$ cat src/chunked_adler32_xor_fold_core_assert.svh
// Assertion macros shared by the checksum core.
`ifndef CHUNKED_ADLER32_XOR_FOLD_CORE_ASSERT_SVH
`define CHUNKED_ADLER32_XOR_FOLD_CORE_ASSERT_SVH

// Check that cons holds in the same cycle as ante.
`define CADL_ASSERT_NOW(label, clk, rst_n, ante, cons) \
	label: assert property (@(posedge clk) disable iff (!(rst_n)) (ante) |-> (cons)) \
		else $error("checksum core: same-cycle check failed");

// Check that cons holds in the cycle after ante.
`define CADL_ASSERT_NEXT(label, clk, rst_n, ante, cons) \
	label: assert property (@(posedge clk) disable iff (!(rst_n)) (ante) |=> (cons)) \
		else $error("checksum core: next-cycle check failed");

`endif

$ cat src/cadl_pkg.sv
`default_nettype none

package cadl_pkg;

	// Chunk length in bytes and the width of the fill counter that reaches it
	localparam int unsigned CHUNK_BYTES = 67108864;
	localparam int unsigned FILL_W = $clog2(CHUNK_BYTES + 1);

	// Adler-32 modulus
	localparam logic [15:0] ADLER_MOD = 16'd65521;

	// Queue between front and back
	localparam int unsigned QDEPTH = 2;
	localparam int unsigned QAW = (QDEPTH > 1) ? $clog2(QDEPTH) : 1;
	localparam int unsigned QCW = $clog2(QDEPTH + 1);

	// One classified byte on its way to the back end
	typedef struct packed {
		logic [7:0] data_byte;
		logic       chunk_end;
		logic       last_byte;
	} entry_t;

	// Queue status seen by the front end and the checks
	typedef struct packed {
		logic full;
		logic empty;
	} qstat_t;

	// Add two residues and reduce once by the modulus
	function automatic logic [15:0] mod_add(input logic [15:0] x, input logic [15:0] y);
		logic [16:0] s;
		s = {1'b0, x} + {1'b0, y};
		if (s >= {1'b0, ADLER_MOD}) begin
			s = s - {1'b0, ADLER_MOD};
		end
		return s[15:0];
	endfunction

endpackage

`default_nettype wire

$ cat src/cadl_front.sv
`default_nettype none

module cadl_front (
	input  wire logic                 clk,
	input  wire logic                 arst_n,
	input  wire logic                 in_valid,
	output logic                      in_ready,
	input  wire logic [7:0]           data_byte,
	input  wire logic                 last_byte,
	input  wire cadl_pkg::qstat_t     q_stat,
	output logic                      push,
	output cadl_pkg::entry_t          push_entry
);

	logic [cadl_pkg::FILL_W-1:0] fill_q;
	logic [cadl_pkg::FILL_W-1:0] fill_next;
	logic                        full;

	// Take a request whenever the queue has room
	assign in_ready = !q_stat.full;
	assign push     = in_valid && in_ready;

	// Classify the byte: does it close its chunk?
	assign fill_next = fill_q + cadl_pkg::FILL_W'(1);
	assign full      = fill_next >= cadl_pkg::FILL_W'(cadl_pkg::CHUNK_BYTES);

	always_comb begin
		push_entry.data_byte = data_byte;
		push_entry.chunk_end = full || last_byte;
		push_entry.last_byte = last_byte;
	end

	// Advance the chunk fill, restart it at a chunk or file boundary
	always_ff @(posedge clk or negedge arst_n) begin
		if (!arst_n) begin
			fill_q <= '0;
		end else if (push) begin
			if (full || last_byte) begin
				fill_q <= '0;
			end else begin
				fill_q <= fill_next;
			end
		end
	end

endmodule

`default_nettype wire

$ cat src/cadl_fifo.sv
`default_nettype none

module cadl_fifo (
	input  wire logic             clk,
	input  wire logic             arst_n,
	input  wire logic             push,
	input  wire cadl_pkg::entry_t push_entry,
	input  wire logic             pop,
	output cadl_pkg::entry_t      head,
	output cadl_pkg::qstat_t      q_stat
);

	cadl_pkg::entry_t             mem_q [cadl_pkg::QDEPTH];
	logic [cadl_pkg::QAW-1:0]     wr_ptr_q;
	logic [cadl_pkg::QAW-1:0]     rd_ptr_q;
	logic [cadl_pkg::QCW-1:0]     count_q;

	// Step a pointer with wrap at the queue depth
	function automatic logic [cadl_pkg::QAW-1:0] ptr_inc(input logic [cadl_pkg::QAW-1:0] p);
		if (p == cadl_pkg::QAW'(cadl_pkg::QDEPTH - 1)) begin
			return '0;
		end
		return p + cadl_pkg::QAW'(1);
	endfunction

	assign head         = mem_q[rd_ptr_q];
	assign q_stat.full  = count_q == cadl_pkg::QCW'(cadl_pkg::QDEPTH);
	assign q_stat.empty = count_q == '0;

	// Hold entries
	always_ff @(posedge clk) begin
		if (push) begin
			mem_q[wr_ptr_q] <= push_entry;
		end
	end

	// Advance pointers and occupancy
	always_ff @(posedge clk or negedge arst_n) begin
		if (!arst_n) begin
			wr_ptr_q <= '0;
			rd_ptr_q <= '0;
			count_q  <= '0;
		end else begin
			if (push) begin
				wr_ptr_q <= ptr_inc(wr_ptr_q);
			end
			if (pop) begin
				rd_ptr_q <= ptr_inc(rd_ptr_q);
			end
			if (push && !pop) begin
				count_q <= count_q + cadl_pkg::QCW'(1);
			end else if (pop && !push) begin
				count_q <= count_q - cadl_pkg::QCW'(1);
			end
		end
	end

endmodule

`default_nettype wire

$ cat src/cadl_back.sv
`default_nettype none

module cadl_back (
	input  wire logic             clk,
	input  wire logic             arst_n,
	input  wire cadl_pkg::entry_t head,
	input  wire cadl_pkg::qstat_t q_stat,
	output logic                  pop,
	output logic                  out_valid,
	input  wire logic             out_ready,
	output logic [31:0]           checksum
);

	logic [15:0] sum_a_q;
	logic [15:0] sum_b_q;
	logic [31:0] fold_q;
	logic        out_valid_q;
	logic [31:0] checksum_q;
	logic [15:0] a_new;
	logic [15:0] b_new;
	logic [31:0] fold_new;
	logic        slot_free;

	// Pop unless a final byte would land on a result still waiting
	assign slot_free = !out_valid_q || out_ready;
	assign pop       = !q_stat.empty && (!head.last_byte || slot_free);

	// Per-byte Adler update and chunk fold
	assign a_new    = cadl_pkg::mod_add(sum_a_q, {8'd0, head.data_byte});
	assign b_new    = cadl_pkg::mod_add(sum_b_q, a_new);
	assign fold_new = fold_q ^ {b_new, a_new};

	assign out_valid = out_valid_q;
	assign checksum  = checksum_q;

	// Hold sums and fold, restart at boundaries
	always_ff @(posedge clk or negedge arst_n) begin
		if (!arst_n) begin
			sum_a_q <= 16'd1;
			sum_b_q <= 16'd0;
			fold_q  <= '0;
		end else if (pop) begin
			if (head.chunk_end) begin
				sum_a_q <= 16'd1;
				sum_b_q <= 16'd0;
				fold_q  <= head.last_byte ? 32'd0 : fold_new;
			end else begin
				sum_a_q <= a_new;
				sum_b_q <= b_new;
			end
		end
	end

	// Output register: load on the final byte, drop when taken
	always_ff @(posedge clk or negedge arst_n) begin
		if (!arst_n) begin
			out_valid_q <= 1'b0;
		end else if (pop && head.last_byte) begin
			out_valid_q <= 1'b1;
		end else if (out_ready) begin
			out_valid_q <= 1'b0;
		end
	end

	always_ff @(posedge clk) begin
		if (pop && head.last_byte) begin
			checksum_q <= fold_new;
		end
	end

endmodule

`default_nettype wire

$ cat src/chunked_adler32_xor_fold_core.sv
// Chunked Adler-32 with XOR fold.
// Input channel (in_valid/in_ready): one file byte per request, data_byte,
// with last_byte high on the final byte of the file. The file is cut into
// chunks of CHUNK_BYTES bytes; each chunk gets a standard Adler-32 and the
// chunk values are XOR-folded.
// Output channel (out_valid/out_ready): one checksum per file, the fold of
// all its chunks including the final (possibly short) one.
// Throughput: one byte per cycle while the back end is not held by a
// waiting result, set by the combinational Adler update in the back end.
// A final byte is queued, popped at the head, then loads the output register.
// A two-entry queue splits the front (chunk counter) from the back (sums);
// bytes keep flowing while a checksum waits. If the receiver stalls, the
// back end stops only at the next file's final byte and the queue fills,
// then in_ready drops.
// Reset: all sums, the chunk count and the fold return to their start
// values, the queue empties and no result is pending.
`default_nettype none

`include "chunked_adler32_xor_fold_core_assert.svh"

module chunked_adler32_xor_fold_core (
	input  wire logic        clk,
	input  wire logic        arst_n,
	input  wire logic        in_valid,
	output logic             in_ready,
	input  wire logic [7:0]  data_byte,
	input  wire logic        last_byte,
	output logic             out_valid,
	input  wire logic        out_ready,
	output logic [31:0]      checksum
);

	cadl_pkg::entry_t push_entry;
	cadl_pkg::entry_t head;
	cadl_pkg::qstat_t q_stat;
	logic             push;
	logic             pop;

	cadl_front u_front (
		.clk        (clk),
		.arst_n     (arst_n),
		.in_valid   (in_valid),
		.in_ready   (in_ready),
		.data_byte  (data_byte),
		.last_byte  (last_byte),
		.q_stat     (q_stat),
		.push       (push),
		.push_entry (push_entry)
	);

	cadl_fifo u_fifo (
		.clk        (clk),
		.arst_n     (arst_n),
		.push       (push),
		.push_entry (push_entry),
		.pop        (pop),
		.head       (head),
		.q_stat     (q_stat)
	);

	cadl_back u_back (
		.clk       (clk),
		.arst_n    (arst_n),
		.head      (head),
		.q_stat    (q_stat),
		.pop       (pop),
		.out_valid (out_valid),
		.out_ready (out_ready),
		.checksum  (checksum)
	);

	// Queue is never full and empty at once
	`CADL_ASSERT_NOW(a_qstat_sane, clk, arst_n, 1'b1, !(q_stat.full && q_stat.empty))
	// Back end pops only a present entry
	`CADL_ASSERT_NOW(a_pop_nonempty, clk, arst_n, pop, !q_stat.empty)
	// A waiting result is never overwritten by a final byte
	`CADL_ASSERT_NOW(a_no_clobber, clk, arst_n, out_valid && !out_ready,
		!(pop && head.last_byte))
	// A final byte popped always raises a result next cycle
	`CADL_ASSERT_NEXT(a_last_emits, clk, arst_n, pop && head.last_byte, out_valid)

endmodule

`default_nettype wire

$ cat config.mk
export PLATFORM = sky130hd
export DESIGN_NAME = chunked_adler32_xor_fold_core
export DESIGN_NICKNAME = d
export VERILOG_FILES = /design/src/cadl_pkg.sv /design/src/cadl_front.sv /design/src/cadl_fifo.sv /design/src/cadl_back.sv /design/src/chunked_adler32_xor_fold_core.sv
export VERILOG_INCLUDE_DIRS = /design/src /design/src/src
export SDC_FILE = /design/constraint.sdc
export NUM_CORES = 1
export LEC_CHECK = 0
export BUFFER_PORTS_ARGS = -buffer_cell sky130_fd_sc_hd__clkbuf_2
export CORE_ASPECT_RATIO = 1.5
export CORE_MARGIN = 4
export CORE_UTILIZATION = 56
export CTS_BUF_LIST = sky130_fd_sc_hd__clkbuf_16
export DETAILED_ROUTE_END_ITERATION = 7
export HOLD_SLACK_MARGIN = 0.12
export PLACE_DENSITY = 0.89
export SYNTH_ARGS = -nofsm -noshare
export SYNTH_HDL_FRONTEND = slang
export SYNTH_SLANG_ARGS = --single-unit
export TNS_END_PERCENT = 10
$ cat constraint.sdc
create_clock -name clk -period 7.2 [get_ports clk]
set_clock_uncertainty 0.15 [all_clocks]
set_input_delay 0.36 -clock clk [delete_from_list [all_inputs] [get_ports clk]]
set_output_delay 0.36 -clock clk [all_outputs]
set_load 0.01 [all_outputs]
== Word-level counts from Yosys, hierarchy flattened ==
Memories as Yosys holds them, arrays and structs flattened.
Index checks and enable logic that the tools add are counted.

* Memories kept: 1
* Logic and storage cells: 62
* Bits in writable memories: 20
* Register bits: 128

{| class="wikitable"
|+ Memory list
! name !! words !! bits a word !! read ports !! clocked after Yosys merged registers in !! write ports !! line !! source
|-
| u_fifo.mem_q || 2 || 10 || 1 || 0 || 1 || cadl_fifo.sv:13 || <nowiki>cadl_pkg::entry_t mem_q [cadl_pkg::QDEPTH];</nowiki>
|}

* Equality and inequality tests: 1
* Mux-type cells: 20
* Reduce and logical (&&, ||, !) cells: 18
* Order comparisons: 3
* Add/sub/neg operators: 9
* Bitwise operators: 1

{| class="wikitable"
|+ Operators with widths
! kind !! count
|-
| 16-bit 2-to-1 mux || 4
|-
| 17-bit by 16-bit >= comparator with 1-bit output (second input constant) || 2
|-
| 32-bit 2-to-1 mux || 1
|-
| 16-bit subtractor (second input constant) || 2
|-
| 32-bit bitwise XOR || 1
|-
| 27-bit by 1-bit adder with 27-bit output (second input constant) || 1
|-
| 27-bit >= comparator (second input constant) || 1
|-
| 27-bit 2-to-1 mux || 1
|-
| 16-bit by 16-bit adder with 17-bit output || 1
|-
| 16-bit by 8-bit adder with 17-bit output || 1
|-
| 1-bit 2-to-1 mux || 12
|-
| 1-bit zero test || 6
|-
| 1-bit logical AND || 5
|-
| 2-bit 2-to-1 mux || 2
|-
| 2-bit nonzero test || 2
|-
| 1-bit logical OR || 3
|-
| 1-bit adder (second input constant) || 2
|-
| 2-bit by 1-bit adder with 2-bit output (second input constant) || 1
|-
| 2-bit equality test (second input constant) || 1
|-
| 2-bit zero test || 1
|-
| 2-bit AND reduction || 1
|-
| 2-bit by 1-bit subtractor with 2-bit output (second input constant) || 1
|}

== Depth between registers and ports, before layout ==
An unclocked memory read counts as a cell.

* Word-level depth: 9
* Gate-level depth with buffers: 26

== By module ==
Synthesis repeated with hierarchy kept, for this count alone.

* Cell total of the unflattened synthesis: 909
* Area, all modules: 9140.0 sq um

{| class="wikitable"
|+ By module, submodules not included
! module !! area an instance (sq um) !! sequential area each (sq um) !! cells each !! instances
|-
| cadl_back || 6666.4 || 2588.7 || 706 || 1
|-
| cadl_front || 1526.5 || 675.6 || 156 || 1
|-
| cadl_fifo || 947.2 || 700.7 || 47 || 1
|}

== Least setup slack after synthesis ==
No wires, ideal clock.

* Kind: reg-to-reg
* Start: register u_fifo.rd_ptr_q
* End: register u_back.fold_q[28]
* Data arrival time: 6.519 ns
* Stages on the path, launching flop included: 26
* Path slack: 0.455 ns
* Library setup time: 0.076 ns
* Path buffers: 1
* Path through: dfrtp_1 > buf_1 > mux2_2 > ha_1 > fa_1 > a211oi_2 > nor3b_2 > o211ai_1 > xor2_1 > a2111oi_4 > o2111ai_2 > nand2_1 > xnor2_1 > ha_1 > inv_1 > fa_1 > nand3b_1 > a2111oi_2 > or2_1 > o211a_1 > and4b_1 > nand4_2 > a211oi_2 > xnor2_1 > or3_1 > o21ai_1

* Cells in the longest elaborated chain, start to end: 9
* Elaborated cells between the ends (all ways): 15
* Classes of those cells: add/sub: 4; order compare: 2; mux: 3; bitwise: 1; reduce/logical: 4; memory: 1

{| class="wikitable"
|+ RTL lines
! what !! line !! source
|-
| start: declaration || cadl_fifo.sv:15 || <nowiki>logic [cadl_pkg::QAW-1:0] rd_ptr_q;</nowiki>
|-
| start signal: assignment || cadl_fifo.sv:48 || <nowiki>rd_ptr_q <= ptr_inc(rd_ptr_q);</nowiki>
|-
| memory read 2 x 10 bit * || - ||
|-
| 16-bit by 8-bit adder with 17-bit output || cadl_pkg.sv:33 || <nowiki>s = {1'b0, x} + {1'b0, y};</nowiki>
|-
| 16-bit subtractor / 17-bit by 16-bit >= comparator with 1-bit output (equally long branches) || cadl_pkg.sv:35, cadl_pkg.sv:34 ||
|-
| 16-bit 2-to-1 mux || cadl_pkg.sv:34 || <nowiki>if (s >= {1'b0, ADLER_MOD}) begin</nowiki>
|-
| 16-bit by 16-bit adder with 17-bit output || cadl_pkg.sv:33 ||
|-
| 16-bit subtractor / 17-bit by 16-bit >= comparator with 1-bit output (equally long branches) || cadl_pkg.sv:35, cadl_pkg.sv:34 ||
|-
| 16-bit 2-to-1 mux || cadl_pkg.sv:34 ||
|-
| 32-bit bitwise XOR || cadl_back.sv:31 || <nowiki>assign fold_new = fold_q ^ {b_new, a_new};</nowiki>
|-
| 32-bit 2-to-1 mux || cadl_back.sv:46 || <nowiki>fold_q <= head.last_byte ? 32'd0 : fold_new;</nowiki>
|-
| end signal: assignment || cadl_back.sv:46 ||
|-
| end: declaration || cadl_back.sv:16 || <nowiki>logic [31:0] fold_q;</nowiki>
|}

Every way passes the cells marked *; elsewhere a longest branch is shown, timed or not.
A chain may end at the register's enable or synchronous reset.

== Worst setup path after layout ==
* Start: register u_fifo.rd_ptr_q
* End: register u_back.fold_q[27]

Same word-level chain as after synthesis.

==> results.md <==
- Status: finished, final reports clean
- Final instance area: 9993 um2
- Placer Congestion: 0.9781
- IO Count: 47
- Setup TNS: 0 ns
- Final antenna diode count: 0
- All-layer global routing usage: between 20% and 30%
- Type of the tightest min-delay check: input port to register
- Root Buffer: clkbuf_16
- Worst skew pair latency: 0.43 ns
- CP startpoint kind: register
- WHS Endpoint: u_back.out_valid
- Post-synthesis compound-gate area fraction: 17.43%
- CP required: between 7 and 8 ns
- CTS Sinks: 148
- Tcrit/Tclk final: 95.05%
- Largest family of logic cells by synthesized area: compound AO/OA/AOI/OAI gates
- Post-synthesis xor/xnor area fraction: between 9 and 10%
- Synth unique cells: 72
- Post-synth top flop: dfrtp_1
- Vias in the first global route: just under 7000
- Initial Utilization: between 50% and 60%
- Final setup fails: 0
- Actual slew at the worst max-slew pin: between 1 and 1.5 ns
- Hpwl dp: 14.60 mm
- Routed WL per cell: about 18 um
- Global route hottest layer: met2
- Final Hold Viols: 0
- Mux cell area share after synthesis: under 10%
- R2R Setup Slk: around 0.36 ns
- Hold Crit Start: out_ready
- Critical path class: register to register
- Final WL: 21.07 mm
- Total of max-cap violations: 0
- Synth top area share: about 27%
- Met1 Usage GRT: a little under 30%
- Number of synthesized flops with an enable pin: 52
- Ranking of synthesized cells by area: dfrtp_1 (27%), edfxtp_1 (18%), xor2_1 (4.8%)
- Reg clk slew, reported paths: 0.07 ns
- GRT overflow: 0
- Longest Clk Path Bufs: 2
- Slew HR: 24.63%
- WP data arrival: about 7.0 ns
- RSZ-0062 raised after global routing: false
- Largest net degree at the start of global routing: 64
- Maximum clock frequency: 0.1461 GHz
- Simple-gate share of the synthesized area: between 15 and 20%
- WHS: about 0.16 ns
- Die X-Extent: about 110 um
- DIE HEIGHT: ~160 um
- Pre-antenna DRT Iters: 6
- R2R depth: 23
- Antenna Nets Post-Route: 0
- Crit Path Max Fanout: 9
- Reg2reg start: u_fifo.rd_ptr_q
- Share of cells above drive strength 1: about 16%
- Mapped cell area: approximately 8700 um2
- Met3 Usage GRT: 4.503%
- Area Overhead vs Synth: 15.34%
- Capturing point of the worst reg2reg path: u_back.fold_q[27]
- CTS Buf Count: 17
- Slew Viols, Final: 0
- DIE AREA: between 15000 and 20000 um2
- Seq/Total Area, Yosys: a little under half
- Via count: 6946
- Drt via density: roughly 6.1
- Syn avg cell area: slightly below 10 um2
- Global Route met2 Usage: 42.66%
- Drt first-iter violations: roughly 500
- Port bufs: 46
- Core area: 15140 um2
- Mapped Cells: 873
- Placed Area: approximately 9000 um2
- Initial antenna violation count: 0
- Async set or reset register ratio after synthesis: between 60% and 70%
- Yosys warns: 0
- Cell taking the most area after synthesis: dfrtp_1
- #FFs+latches synth: 148
- Minimum clock period: between 6 and 7 ns
- Global-route wire length before repair: 34.29 mm
- CP Capture Type: register
- DRC viols: 0
- Syn Nets: around 900
- Synth Area in Adders: under 10%
- Fin nets: around 980
- Htree depth: 4
- Worst hold stages: 3
- CTS tree: built
- Num rows: 55
[stage by stage]
step	std cells	utilization (%)	worst slack, ns
final	1147	66.01	0.3563
after global routing	1147	66.01	0.03050
after CTS	1143	64.99	0.1374
after detailed placement	1101	60.36	0.1817
after global placement	1101	60.36	0.3344
after floorplan	873	-	0.4551
[critical path, stage by stage (launching register included)]
cell      delay, ns
dfrtp_1        0.38
buf_4          0.18
mux2_2         0.34
ha_1           0.41
a211oi_4       0.12
buf_4          0.15
o21ai_0        0.28
nor4b_2        0.31
o31ai_1        0.13
nor3b_2        0.34
and4_2         0.42
nor2_1         0.09
o32a_1         0.42
ha_1           0.32
a21oi_1        0.32
mux2_2         0.39
a211oi_2       0.30
and2_1         0.20
and4_2         0.34
nand4_1        0.25
and3_1         0.31
a211oi_4       0.26
nor3_1         0.09
a211o_1        0.26
[worst max path at each step]
stage / cells after the start / end / slack [ns] / from
final: 23 / u_back.fold_q[27] / 0.36 / u_fifo.rd_ptr_q
after global routing: 24 / u_back.fold_q[23] / 0.03 / u_fifo.rd_ptr_q
after CTS: 24 / u_back.fold_q[22] / 0.14 / u_fifo.rd_ptr_q
after detailed placement: 23 / u_back.fold_q[22] / 0.18 / u_fifo.rd_ptr_q
after global placement: 24 / u_back.fold_q[22] / 0.33 / u_fifo.rd_ptr_q
after floorplan: 25 / u_back.fold_q[28] / 0.46 / u_fifo.rd_ptr_q
[flip-flops by register name, indices dropped and copies added, names as in the netlist]
| register | count |
|---|---|
| u_back.checksum | 32 |
| u_back.fold_q | 32 |
| u_front.fill_q | 27 |
| u_fifo.mem_q | 20 |
| u_back.sum_a_q | 16 |
| u_back.sum_b_q | 16 |
| u_fifo.count_q | 2 |
| u_back.out_valid | 1 |
| u_fifo.rd_ptr_q | 1 |
| u_fifo.wr_ptr_q | 1 |
[layout by cell type, fill, tap and decap left out, types with 8 or more instances in the layout]
cell	n
a211oi_1	9
a21o_1	8
a21oi_1	38
a22o_1	23
a22oi_1	8
and3_1	10
buf_4	21
clkbuf_16	18
clkbuf_2	45
dfrtp_1	95
dlygate4sd3_1	10
edfxtp_1	52
ha_1	32
inv_1	27
mux2_2	11
nand2_1	89
nand2b_1	11
nand3_1	28
nand4_1	15
nor2_1	78
nor3_1	14
o21ai_0	55
o21ai_1	12
or3_1	12
xnor2_1	45
xor2_1	44
[cell usage after synthesis, drive strengths merged, types with 3 or more instances]
cell type,count
nor3,15
buf,12
o2111ai,5
nand3b,3
inv,27
o211a,3
dfrtp,95
nand4,16
or2,4
ha,32
a22oi,8
o21a,5
clkbuf,21
and2,8
mux2i,7
a21oi,44
and3,10
a211o,3
o211ai,7
nand3,28
edfxtp,52
or3,12
o21ai,67
xor2,48
a211oi,17
xnor2,47
a22o,23
nor2b,7
nand2b,11
o31ai,6
and4,5
nor2,79
a21o,8
nand2,90
mux2,11
nor3b,4
[logic make-up after synthesis]
| family | Yosys count |
|---|---|
| buffers and inverters | 60 |
| AOI/OAI and AO/OA | 217 |
| muxes | 18 |
| DFF | 148 |
| xor gates and xnor gates | 95 |
| and+or+nand+nor | 301 |
| adders and majority gates | 34 |
[layout make-up]
cell class / instances / area (um2)
Multi-Input combinational cell: 665 / 4593
Timing Repair Buffer: 76 / 483.0
Sequential cell: 148 / 3965
Tap cell: 199 / 249.0
Fill cell: 1144 / 5146
Clock buffer: 18 / 450.4
Clock inverter: 14 / 151.4
Inverter: 27 / 101.3
[repair_timing]
| action | in CTS | in global routing |
|---|---|---|
| resized for setup | 0 | 23 |
| hold buffers | 10 | 0 |
| setup endpoints to repair | 0 | 43 |
| endpoints found under the hold margin | 51 | 0 |
| buffers inserted | 0 | 4 |
[layer usage]
| layer | share of wire [%] | vias to the layer above | routed length (um) |
|---|---|---|---|
| li1 | - | 3284 | - |
| met3 | 4.7 | 76 | 996 |
| met2 | 53 | 240 | 11120 |
| met1 | 37 | 3346 | 7801 |
| met5 | 0 | - | 0 |
| met4 | 5.4 | 0 | 1146 |
Power is not shown: default switching activity piles up to over one toggle a cycle in this logic, so the estimate is an artifact.
